<file path="src/hdl/i2cmbs_pkg.sv">
// ----------------------------------------------------------------------------
// I2C master bit sequencer package
// Item types, opcodes and the phase tables shared by the sequencer modules.
// ----------------------------------------------------------------------------
package i2cmbs_pkg;

    localparam logic [3:0] OP_TICK  = 4'd0;
    localparam logic [3:0] OP_START = 4'd1;
    localparam logic [3:0] OP_STOP  = 4'd2;
    localparam logic [3:0] OP_WRITE = 4'd3;
    localparam logic [3:0] OP_READ  = 4'd4;
    localparam logic [3:0] OP_WACK  = 4'd5;
    localparam logic [3:0] OP_ACK   = 4'd6;
    localparam logic [3:0] OP_NACK  = 4'd7;
    localparam logic [3:0] OP_CHECK = 4'd8;

    localparam logic [7:0] PHASE_TICKS_RST = 8'd8;
    localparam logic [4:0] WRITE_LAST_STEP = 5'd23;

    typedef struct packed {
        logic [3:0] opcode;
        logic [7:0] data_byte;
        logic       sda_in;
        logic       scl_in;
    } t_in_item;

    typedef struct packed {
        logic       scl_out;
        logic       sda_out;
        logic       busy_res;
        logic       done_res;
        logic [7:0] read_data;
        logic       ack_result;
        logic       rejected;
    } t_out_item;

    typedef struct packed {
        logic [3:0] kind;
        logic [4:0] step;
    } t_phase;

    typedef struct packed {
        logic       scl;
        logic       sda;
        logic [7:0] tx;
    } t_line;

    typedef struct packed {
        logic tick;
        logic clear;
    } t_tmr_ctrl;

    function automatic logic [5:0] seq_length(input logic [3:0] cmd);
        logic [5:0] len;
        case (cmd) inside
            OP_START:                 len = 6'd3;
            OP_STOP:                  len = 6'd2;
            OP_WRITE:                 len = 6'd24;
            OP_READ:                  len = 6'd16;
            OP_WACK, OP_ACK, OP_NACK: len = 6'd3;
            OP_CHECK:                 len = 6'd32;
            default:                  len = 6'd0;
        endcase
        return len;
    endfunction

    function automatic t_phase resolve(input logic [3:0] cmd, input logic [4:0] idx);
        t_phase p;
        p.kind = cmd;
        p.step = idx;
        if (cmd == OP_CHECK) begin
            if (idx < 5'd3) begin
                p.kind = OP_START;
                p.step = idx;
            end else if (idx < 5'd27) begin
                p.kind = OP_WRITE;
                p.step = idx - 5'd3;
            end else if (idx < 5'd30) begin
                p.kind = OP_WACK;
                p.step = idx - 5'd27;
            end else begin
                p.kind = OP_STOP;
                p.step = idx - 5'd30;
            end
        end
        return p;
    endfunction

    function automatic logic [1:0] step_mod3(input logic [4:0] step);
        logic [1:0] r;
        case (step) inside
            5'd0, 5'd3, 5'd6, 5'd9, 5'd12, 5'd15, 5'd18, 5'd21, 5'd24, 5'd27, 5'd30:
                r = 2'd0;
            5'd1, 5'd4, 5'd7, 5'd10, 5'd13, 5'd16, 5'd19, 5'd22, 5'd25, 5'd28, 5'd31:
                r = 2'd1;
            default:
                r = 2'd2;
        endcase
        return r;
    endfunction

    function automatic t_line enter_phase(input t_phase p, input t_line cur);
        t_line nxt;
        nxt = cur;
        case (p.kind) inside
            OP_START: begin
                if (p.step == 5'd0) begin
                    nxt.sda = 1'b1;
                    nxt.scl = 1'b1;
                end else if (p.step == 5'd1) begin
                    nxt.sda = 1'b0;
                end else begin
                    nxt.scl = 1'b0;
                end
            end
            OP_STOP: begin
                if (p.step == 5'd0) begin
                    nxt.sda = 1'b0;
                    nxt.scl = 1'b1;
                end else begin
                    nxt.sda = 1'b1;
                end
            end
            OP_WRITE: begin
                case (step_mod3(p.step))
                    2'd0: nxt.sda = cur.tx[7];
                    2'd1: nxt.scl = 1'b1;
                    default: begin
                        nxt.scl = 1'b0;
                        if (p.step == WRITE_LAST_STEP) begin
                            nxt.sda = 1'b1;
                        end
                        nxt.tx = {cur.tx[6:0], 1'b0};
                    end
                endcase
            end
            OP_READ: begin
                nxt.scl = ~p.step[0];
            end
            OP_WACK, OP_ACK, OP_NACK: begin
                if (p.step == 5'd0) begin
                    nxt.sda = (p.kind != OP_ACK);
                end else if (p.step == 5'd1) begin
                    nxt.scl = 1'b1;
                end else begin
                    nxt.scl = 1'b0;
                end
            end
            default: begin
                nxt = cur;
            end
        endcase
        return nxt;
    endfunction

endpackage

</file>
<file path="src/hdl/i2cmbs_timer.sv">
// ----------------------------------------------------------------------------
// Phase timer
// Counts tick items within a bus phase and flags the tick that ends it.
// ----------------------------------------------------------------------------
module i2cmbs_timer (
    input  logic                  i_clk,
    input  logic                  i_rst_n,
    input  i2cmbs_pkg::t_tmr_ctrl i_ctrl,
    input  logic [7:0]            i_phase_ticks,
    output logic                  o_phase_end
);
    import i2cmbs_pkg::*;

    logic [7:0] r_tick_count;
    logic [7:0] n_tick_count;
    logic [7:0] w_limit;
    logic [7:0] w_inc;

    assign w_limit     = (i_phase_ticks == 8'd0) ? 8'd1 : i_phase_ticks;
    assign w_inc       = r_tick_count + 8'd1;
    assign o_phase_end = i_ctrl.tick && (w_inc >= w_limit);

    always_comb begin
        n_tick_count = r_tick_count;
        if (i_ctrl.clear) begin
            n_tick_count = 8'd0;
        end else if (i_ctrl.tick) begin
            n_tick_count = o_phase_end ? 8'd0 : w_inc;
        end
    end

    always_ff @(posedge i_clk) begin
        if (!i_rst_n) begin
            r_tick_count <= 8'd0;
        end else begin
            r_tick_count <= n_tick_count;
        end
    end

endmodule

</file>
<file path="src/hdl/i2cmbs_core.sv">
// ----------------------------------------------------------------------------
// Sequencer core
// Holds the command and line state and works out the result of one item.
// ----------------------------------------------------------------------------
module i2cmbs_core (
    input  logic                  i_clk,
    input  logic                  i_rst_n,
    input  logic                  i_en,
    input  i2cmbs_pkg::t_in_item  i_item,
    input  logic [7:0]            i_phase_ticks,
    output i2cmbs_pkg::t_out_item o_res
);
    import i2cmbs_pkg::*;

    logic [3:0] r_cmd;
    logic [4:0] r_idx;
    logic [7:0] r_rx;
    logic       r_ack;
    t_line      r_line;

    logic [3:0] n_cmd;
    logic [4:0] n_idx;
    logic [7:0] n_rx;
    logic       n_ack;
    t_line      n_line;

    logic       w_busy;
    logic       w_done;
    logic       w_rej;
    logic       w_phase_end;
    logic [5:0] w_idx_inc;
    t_phase     w_cur;
    t_phase     w_nxt;
    t_phase     w_first;
    t_tmr_ctrl  w_tmr;
    logic       w_is_cmd;
    logic       w_bus_free;

    assign w_busy     = (r_cmd != OP_TICK);
    assign w_is_cmd   = (i_item.opcode != OP_TICK) && (i_item.opcode <= OP_CHECK);
    assign w_bus_free = i_item.sda_in && i_item.scl_in;
    assign w_idx_inc  = {1'b0, r_idx} + 6'd1;
    assign w_cur      = resolve(r_cmd, r_idx);
    assign w_nxt      = resolve(r_cmd, w_idx_inc[4:0]);
    assign w_first    = resolve(i_item.opcode, 5'd0);

    assign w_tmr.tick  = i_en && (i_item.opcode == OP_TICK) && w_busy;
    assign w_tmr.clear = i_en && w_is_cmd && !w_busy &&
                         !((i_item.opcode == OP_CHECK) && !w_bus_free);

    i2cmbs_timer u_timer (
        .i_clk         (i_clk),
        .i_rst_n       (i_rst_n),
        .i_ctrl        (w_tmr),
        .i_phase_ticks (i_phase_ticks),
        .o_phase_end   (w_phase_end)
    );

    always_comb begin
        n_cmd  = r_cmd;
        n_idx  = r_idx;
        n_rx   = r_rx;
        n_ack  = r_ack;
        n_line = r_line;
        w_done = 1'b0;
        w_rej  = 1'b0;
        if (w_phase_end) begin
            if ((w_cur.kind == OP_READ) && !w_cur.step[0]) begin
                n_rx = {r_rx[6:0], i_item.sda_in};
            end else if ((w_cur.kind == OP_WACK) && (w_cur.step == 5'd1)) begin
                n_ack = i_item.sda_in;
            end else if ((w_cur.kind == OP_ACK) && (w_cur.step == 5'd2)) begin
                n_line.sda = 1'b1;
            end
            if (w_idx_inc >= seq_length(r_cmd)) begin
                n_cmd  = OP_TICK;
                n_idx  = 5'd0;
                w_done = 1'b1;
            end else begin
                n_idx  = w_idx_inc[4:0];
                n_line = enter_phase(w_nxt, n_line);
            end
        end else if (i_en && w_is_cmd) begin
            if (w_busy) begin
                w_rej = 1'b1;
            end else if ((i_item.opcode == OP_CHECK) && !w_bus_free) begin
                n_ack  = 1'b1;
                w_done = 1'b1;
            end else begin
                n_cmd = i_item.opcode;
                n_idx = 5'd0;
                if ((i_item.opcode == OP_WRITE) || (i_item.opcode == OP_CHECK)) begin
                    n_line.tx = i_item.data_byte;
                end
                if (i_item.opcode == OP_READ) begin
                    n_rx = 8'd0;
                end
                n_line = enter_phase(w_first, n_line);
            end
        end
    end

    always_comb begin
        o_res.scl_out    = n_line.scl;
        o_res.sda_out    = n_line.sda;
        o_res.busy_res   = (n_cmd != OP_TICK);
        o_res.done_res   = w_done;
        o_res.read_data  = n_rx;
        o_res.ack_result = n_ack;
        o_res.rejected   = w_rej;
    end

    always_ff @(posedge i_clk) begin
        if (!i_rst_n) begin
            r_cmd      <= OP_TICK;
            r_idx      <= 5'd0;
            r_rx       <= 8'd0;
            r_ack      <= 1'b1;
            r_line.scl <= 1'b1;
            r_line.sda <= 1'b1;
            r_line.tx  <= 8'd0;
        end else if (i_en) begin
            r_cmd  <= n_cmd;
            r_idx  <= n_idx;
            r_rx   <= n_rx;
            r_ack  <= n_ack;
            r_line <= n_line;
        end
    end

    a_idx_in_range: assert property (@(posedge i_clk) disable iff (!i_rst_n)
        w_busy |-> ({1'b0, r_idx} < seq_length(r_cmd)))
        else $error("phase index past sequence length");

    a_idle_idx_zero: assert property (@(posedge i_clk) disable iff (!i_rst_n)
        !w_busy |-> (r_idx == 5'd0))
        else $error("phase index nonzero while idle");

    a_done_goes_idle: assert property (@(posedge i_clk) disable iff (!i_rst_n)
        (i_en && w_done) |=> !w_busy)
        else $error("sequence still active after done");

endmodule

</file>
<file path="src/hdl/i2c_master_bit_sequencer.sv">
// An accepted item is held in the input register; its result is registered
// into the result register when that register is free or being taken.
// Throughput: one item per cycle; the input register and the result register
// advance together whenever the result slot is free or being taken.
// Reset (synchronous, active low): idle, SCL and SDA released, ack 1,
// phase_ticks 8; the block is ready for items as soon as reset is released.
// ----------------------------------------------------------------------------
// I2C master bit sequencer
// Drives open-drain SCL and SDA one bus phase at a time from command and
// tick items, with a configurable phase length.
// ----------------------------------------------------------------------------
module i2c_master_bit_sequencer (
    input  logic                  i_clk,
    input  logic                  i_rst_n,
    input  logic                  i_in_valid,
    output logic                  o_in_ready,
    input  i2cmbs_pkg::t_in_item  i_in_data,
    output logic                  o_out_valid,
    input  logic                  i_out_ready,
    output i2cmbs_pkg::t_out_item o_out_data,
    input  logic                  i_cfg_valid,
    output logic                  o_cfg_ready,
    input  logic [7:0]            i_cfg_data
);
    import i2cmbs_pkg::*;

    logic       r_in_valid;
    t_in_item   r_in;
    logic       r_out_valid;
    t_out_item  r_out;
    logic [7:0] r_phase_ticks;
    logic       w_adv;
    t_out_item  w_res;

    assign w_adv       = r_in_valid && (!r_out_valid || i_out_ready);
    assign o_in_ready  = !r_in_valid || w_adv;
    assign o_out_valid = r_out_valid;
    assign o_out_data  = r_out;
    assign o_cfg_ready = 1'b1;

    i2cmbs_core u_core (
        .i_clk         (i_clk),
        .i_rst_n       (i_rst_n),
        .i_en          (w_adv),
        .i_item        (r_in),
        .i_phase_ticks (r_phase_ticks),
        .o_res         (w_res)
    );

    always_ff @(posedge i_clk) begin
        if (!i_rst_n) begin
            r_phase_ticks <= PHASE_TICKS_RST;
        end else if (i_cfg_valid) begin
            r_phase_ticks <= i_cfg_data;
        end
    end

    always_ff @(posedge i_clk) begin
        if (!i_rst_n) begin
            r_in_valid <= 1'b0;
        end else if (o_in_ready) begin
            r_in_valid <= i_in_valid;
        end
    end

    always_ff @(posedge i_clk) begin
        if (i_in_valid && o_in_ready) begin
            r_in <= i_in_data;
        end
    end

    always_ff @(posedge i_clk) begin
        if (!i_rst_n) begin
            r_out_valid <= 1'b0;
        end else if (w_adv) begin
            r_out_valid <= 1'b1;
        end else if (i_out_ready) begin
            r_out_valid <= 1'b0;
        end
    end

    always_ff @(posedge i_clk) begin
        if (w_adv) begin
            r_out <= w_res;
        end
    end

    a_done_not_rej: assert property (@(posedge i_clk) disable iff (!i_rst_n)
        o_out_valid |-> !(o_out_data.done_res && o_out_data.rejected))
        else $error("item both done and rejected");

    a_done_idle: assert property (@(posedge i_clk) disable iff (!i_rst_n)
        (o_out_valid && o_out_data.done_res) |-> !o_out_data.busy_res)
        else $error("done reported while still busy");

    a_rej_busy: assert property (@(posedge i_clk) disable iff (!i_rst_n)
        (o_out_valid && o_out_data.rejected) |-> o_out_data.busy_res)
        else $error("rejected while idle");

    a_fill_to_out: assert property (@(posedge i_clk) disable iff (!i_rst_n)
        w_adv |=> o_out_valid)
        else $error("processed item did not reach the result register");

endmodule
</file>
<file path="config.mk">
export PLATFORM = sky130hd
export DESIGN_NAME = i2c_master_bit_sequencer
export DESIGN_NICKNAME = d
export VERILOG_FILES = /design/src/hdl/i2cmbs_pkg.sv /design/src/hdl/i2cmbs_timer.sv /design/src/hdl/i2cmbs_core.sv /design/src/hdl/i2c_master_bit_sequencer.sv
export SDC_FILE = /design/constraint.sdc
export NUM_CORES = 1
export LEC_CHECK = 0
export CAP_MARGIN = 10
export CELL_PAD_IN_SITES_DETAIL_PLACEMENT = 1
export CELL_PAD_IN_SITES_GLOBAL_PLACEMENT = 1
export CORE_MARGIN = 2
export CORE_UTILIZATION = 53
export CTS_CLUSTER_SIZE = 16
export DETAILED_ROUTE_END_ITERATION = 10
export DONT_BUFFER_PORTS = 1
export PLACE_DENSITY_LB_ADDON = 0.1
export SYNTH_ARGS = -nofsm -noshare
export SYNTH_HDL_FRONTEND = slang
export SYNTH_SLANG_ARGS = --single-unit
</file>
<file path="constraint.sdc">
create_clock -name i_clk -period 11.27 [get_ports i_clk]
set_clock_uncertainty 0.15 [all_clocks]
set_input_delay 1.6905 -clock i_clk [delete_from_list [all_inputs] [get_ports i_clk]]
set_output_delay 1.6905 -clock i_clk [all_outputs]
set_load 0.01 [all_outputs]
</file>
==> results.cfg <==
[final_layout]
fillers = 1109
final_cell_mix = 55 x nor2_1, 48 x nand2_1, 46 x dfxtp_1, 31 x a21oi_1, 29 x inv_1
final_common_cell = nor2_1
final_layout_size_suffix_gt1_share_pct = 10.4
fin_nets = 600
finalInstanceArea_um2 = 5230
diodes = 0
syn2layout_area_growth_pct = 3.29

[sta]
finalHoldViolations = 0
final-setup-viol-count = 0
tightest_slew_ns = 1.06
rsz0062_at_grt = no
hold_slack_ns = 0.350
finalMaxSlewViolations = 0
clock.fmax_ghz = 0.193
tns_ns = 0
fin_crit_ns = 5.17
slew_headroom_pct = 29.6
finalCritPeriodShare_pct = 45.9

[placement]
hpwl_mm = 10.3
post_dp_cell_area_um2 = 5060
gp_routability_congestion = 0.900
io_buffers = 0

[synthesis]
syn-num-nets = 621
synth_edf_count = 28
async_flop_share_pct = 0
synthTopCellsByArea = dfxtp_1 18%, edfxtp_1 17%, ha_1 4.7%, nor2_1 4.1%, nand2_1 3.6%
synth_area_leader_cell = dfxtp_1
ys_dominant_reg_cell = dfxtp_1
avgSynthCellArea_um2 = 8.80
synth_cells = 575
synth_area_um2 = 5060
synth.distinct_cells = 88
synth_seq_cells = 74
synth_top_area_share_pct = 18.2
seq_area_frac_synth_pct = 34.8
yosysWarnings = 0

[cts]
cts_buffer_depth = 2
cts-root-buf = clkbuf_8
numCtsBuffers = 9
cts_resized = 0
clkSinkCount = 74
ctsHoldBuffers = 0
clk_pin_slew_ns = 0.08
cts_tree = done
h-tree-depth = 3
clk_latency_ns = 0.36
postCtsSetupBuffers = 0

[die]
rows = 35
die-area_um2 = 10300
core_um2 = 9240
die_w_um = 102
fp.dieH_um = 102
initial_utilization_pct = 54.7
io_pins = 44

[setup_path]
critPathLaunchType = flop
cp_max_fo = 25
cp-startpoint = u_core.r_idx[0]$_SDFFE_PN0P_
reg2reg_depth = 14
max_stage_delay_ns = 0.89
path_cells = inv_1, ha_1, inv_1, ha_1, nor2b_1, a221oi_1, a41o_1, and2_1, nand2_1, nor4_2, a2111oi_4, o21ai_2, a21oi_1, a311oi_1
r2r-start = u_core.r_idx[0]$_SDFFE_PN0P_
r2r_setup_slack_ns = 6.10
r2r-end = u_core.r_line[5]$_SDFFE_PN0P_
worstSetupEndpointType = flop
worstPathRequired_ns = 11.36
cp_slowest_cell = dfxtp_1
crit_type = reg2reg
critPathArrivalTime_ns = 5.26

[grt]
antenna_found_initial = 0
grtUsageTotal_pct = 28.5
overflow = 0
grt_max_degree = 29
grt_pass1_wl_mm = 22.9
grt_pass1_vias = 4452

[power_and_ir_drop]
p_leak_nw = 1.81
powerDensity_nw_per_um2 = 98.4
totalPowerFinal_mw = 0.514
peakVddDrop_v = 0.000101

[drt]
wl_per_cell_um = 19.8
via_per_inst = 6.34
antenna_left = 0
drt_wl_total_mm = 13.6
drc = 0
num_vias = 4362
drtIter0Drc = 263
drt-pass1-iter-count = 5

[hold_path]
worstHoldStart = u_core.r_line[0]$_SDFFE_PN0P_
min_to = u_core.r_line[0]$_SDFFE_PN0P_
hold_path.class = reg2reg
worstHoldPathCells = 2

[run_status]
status = complete, no violations

[flow_run]
maxCapViolations = 0
## synth_stat cells, drive strengths merged, types with 4 or more instances
library cell   n
inv           31
and2          17
clkbuf        18
mux2i         11
ha            19
nor2b          8
xnor2          9
nand3         27
nor3          13
o21ai         34
or3            4
xor2          10
nand2         49
a311oi         9
a21oi         34
nand4          9
nor2          56
buf           15
a211oi        12
a2111oi        4
or2            5
o31ai          4
o211ai         4
dfxtp         46
nand2b         9
nor4          10
edfxtp        28
a22oi         18
a211o          7
## cell families (layout without fill, tap and decap cells)
kind of cell / after synthesis / count (layout) / synth area share (%)
adder cells (fa/ha/maj): 19 / 19 / 4.70
other: 1 / 1 / 0.0741
AND/OR/NAND/NOR: 220 / 220 / 23.0
AO/OA/AOI/OAI: 164 / 164 / 24.8
buffers and inverters: 65 / 49 / 5.81
flip-flops: 74 / 74 / 34.8
XOR/XNOR: 19 / 19 / 4.18
multiplexers: 13 / 13 / 2.62
## critical path, delay by kind of cell (launching register included)
| family | cells | cell delay [ns] |
|---|---|---|
| flip-flops | 1 | 0.89 |
| AND/OR/NAND/NOR | 4 | 1.05 |
| AO/OA/AOI/OAI | 6 | 1.67 |
| adder cells (fa/ha/maj) | 2 | 0.80 |
| buffers and inverters | 2 | 0.50 |
## per-layer routing
metal  vias to the layer above  routed length, um  share of wire (%)  GRT usage, %
li1                       2085                  -                  -             -
met1                      2147               6190                 45          38.4
met2                       109               6480                 48          44.6
met3                        21                665                4.9          6.76
met4                         0                274                2.0          10.1
met5                         -                  0                  0             0
## worst max-delay path by stage
stage | cells past startpoint | end | slack (ns)
detailed placement | 14 | u_core.r_line[5]$_SDFFE_PN0P_ | 6.18
finish | 14 | u_core.r_line[5]$_SDFFE_PN0P_ | 6.10
global placement | 14 | u_core.r_line[5]$_SDFFE_PN0P_ | 6.57
floorplan | 11 | u_core.r_line[8]$_SDFFE_PN1P_ | 7.19
global route | 14 | u_core.r_line[5]$_SDFFE_PN0P_ | 5.71
CTS | 14 | u_core.r_line[5]$_SDFFE_PN0P_ | 6.16
## cell type report
cell class | instances | area (um2) | share of cell area (%)
Clock inverter | 6 | 41.3 | 0.790
Multi-Input combinational cell | 436 | 3000 | 57.5
Inverter | 32 | 123 | 2.35
Sequential cell | 74 | 1760 | 33.7
Timing Repair Buffer | 1 | 7.51 | 0.144
Tap cell | 129 | 161 | 3.09
Clock buffer | 10 | 128 | 2.44
## metrics by stage
stage	util (%)	std cells	worst slack, ns
floorplan	-	575	7.19
global placement	54.7	672	6.57
detailed placement	54.7	672	6.18
CTS	56.5	688	6.16
global route	56.5	688	5.71
finish	56.5	688	6.10
## power by group
part / internal [mW] / total (mW) / switching, mW
combinational: 0.0124 / 0.0345 / 0.0221
clock: 0.0800 / 0.183 / 0.103
sequential: 0.287 / 0.296 / 0.00945
total: 0.379 / 0.514 / 0.135
## state kept, by name, indices dropped and copies added, names as in the netlist
register / cells
o_out_data: 14
r_in: 14
u_core.r_line: 10
r_phase_ticks: 8
u_core.r_rx: 8
u_core.u_timer.r_tick_count: 8
u_core.r_idx: 5
u_core.r_cmd: 4
o_out_valid: 1
r_in_valid: 1
u_core.r_ack: 1
Note: power is estimated with default switching activity, not from simulation.
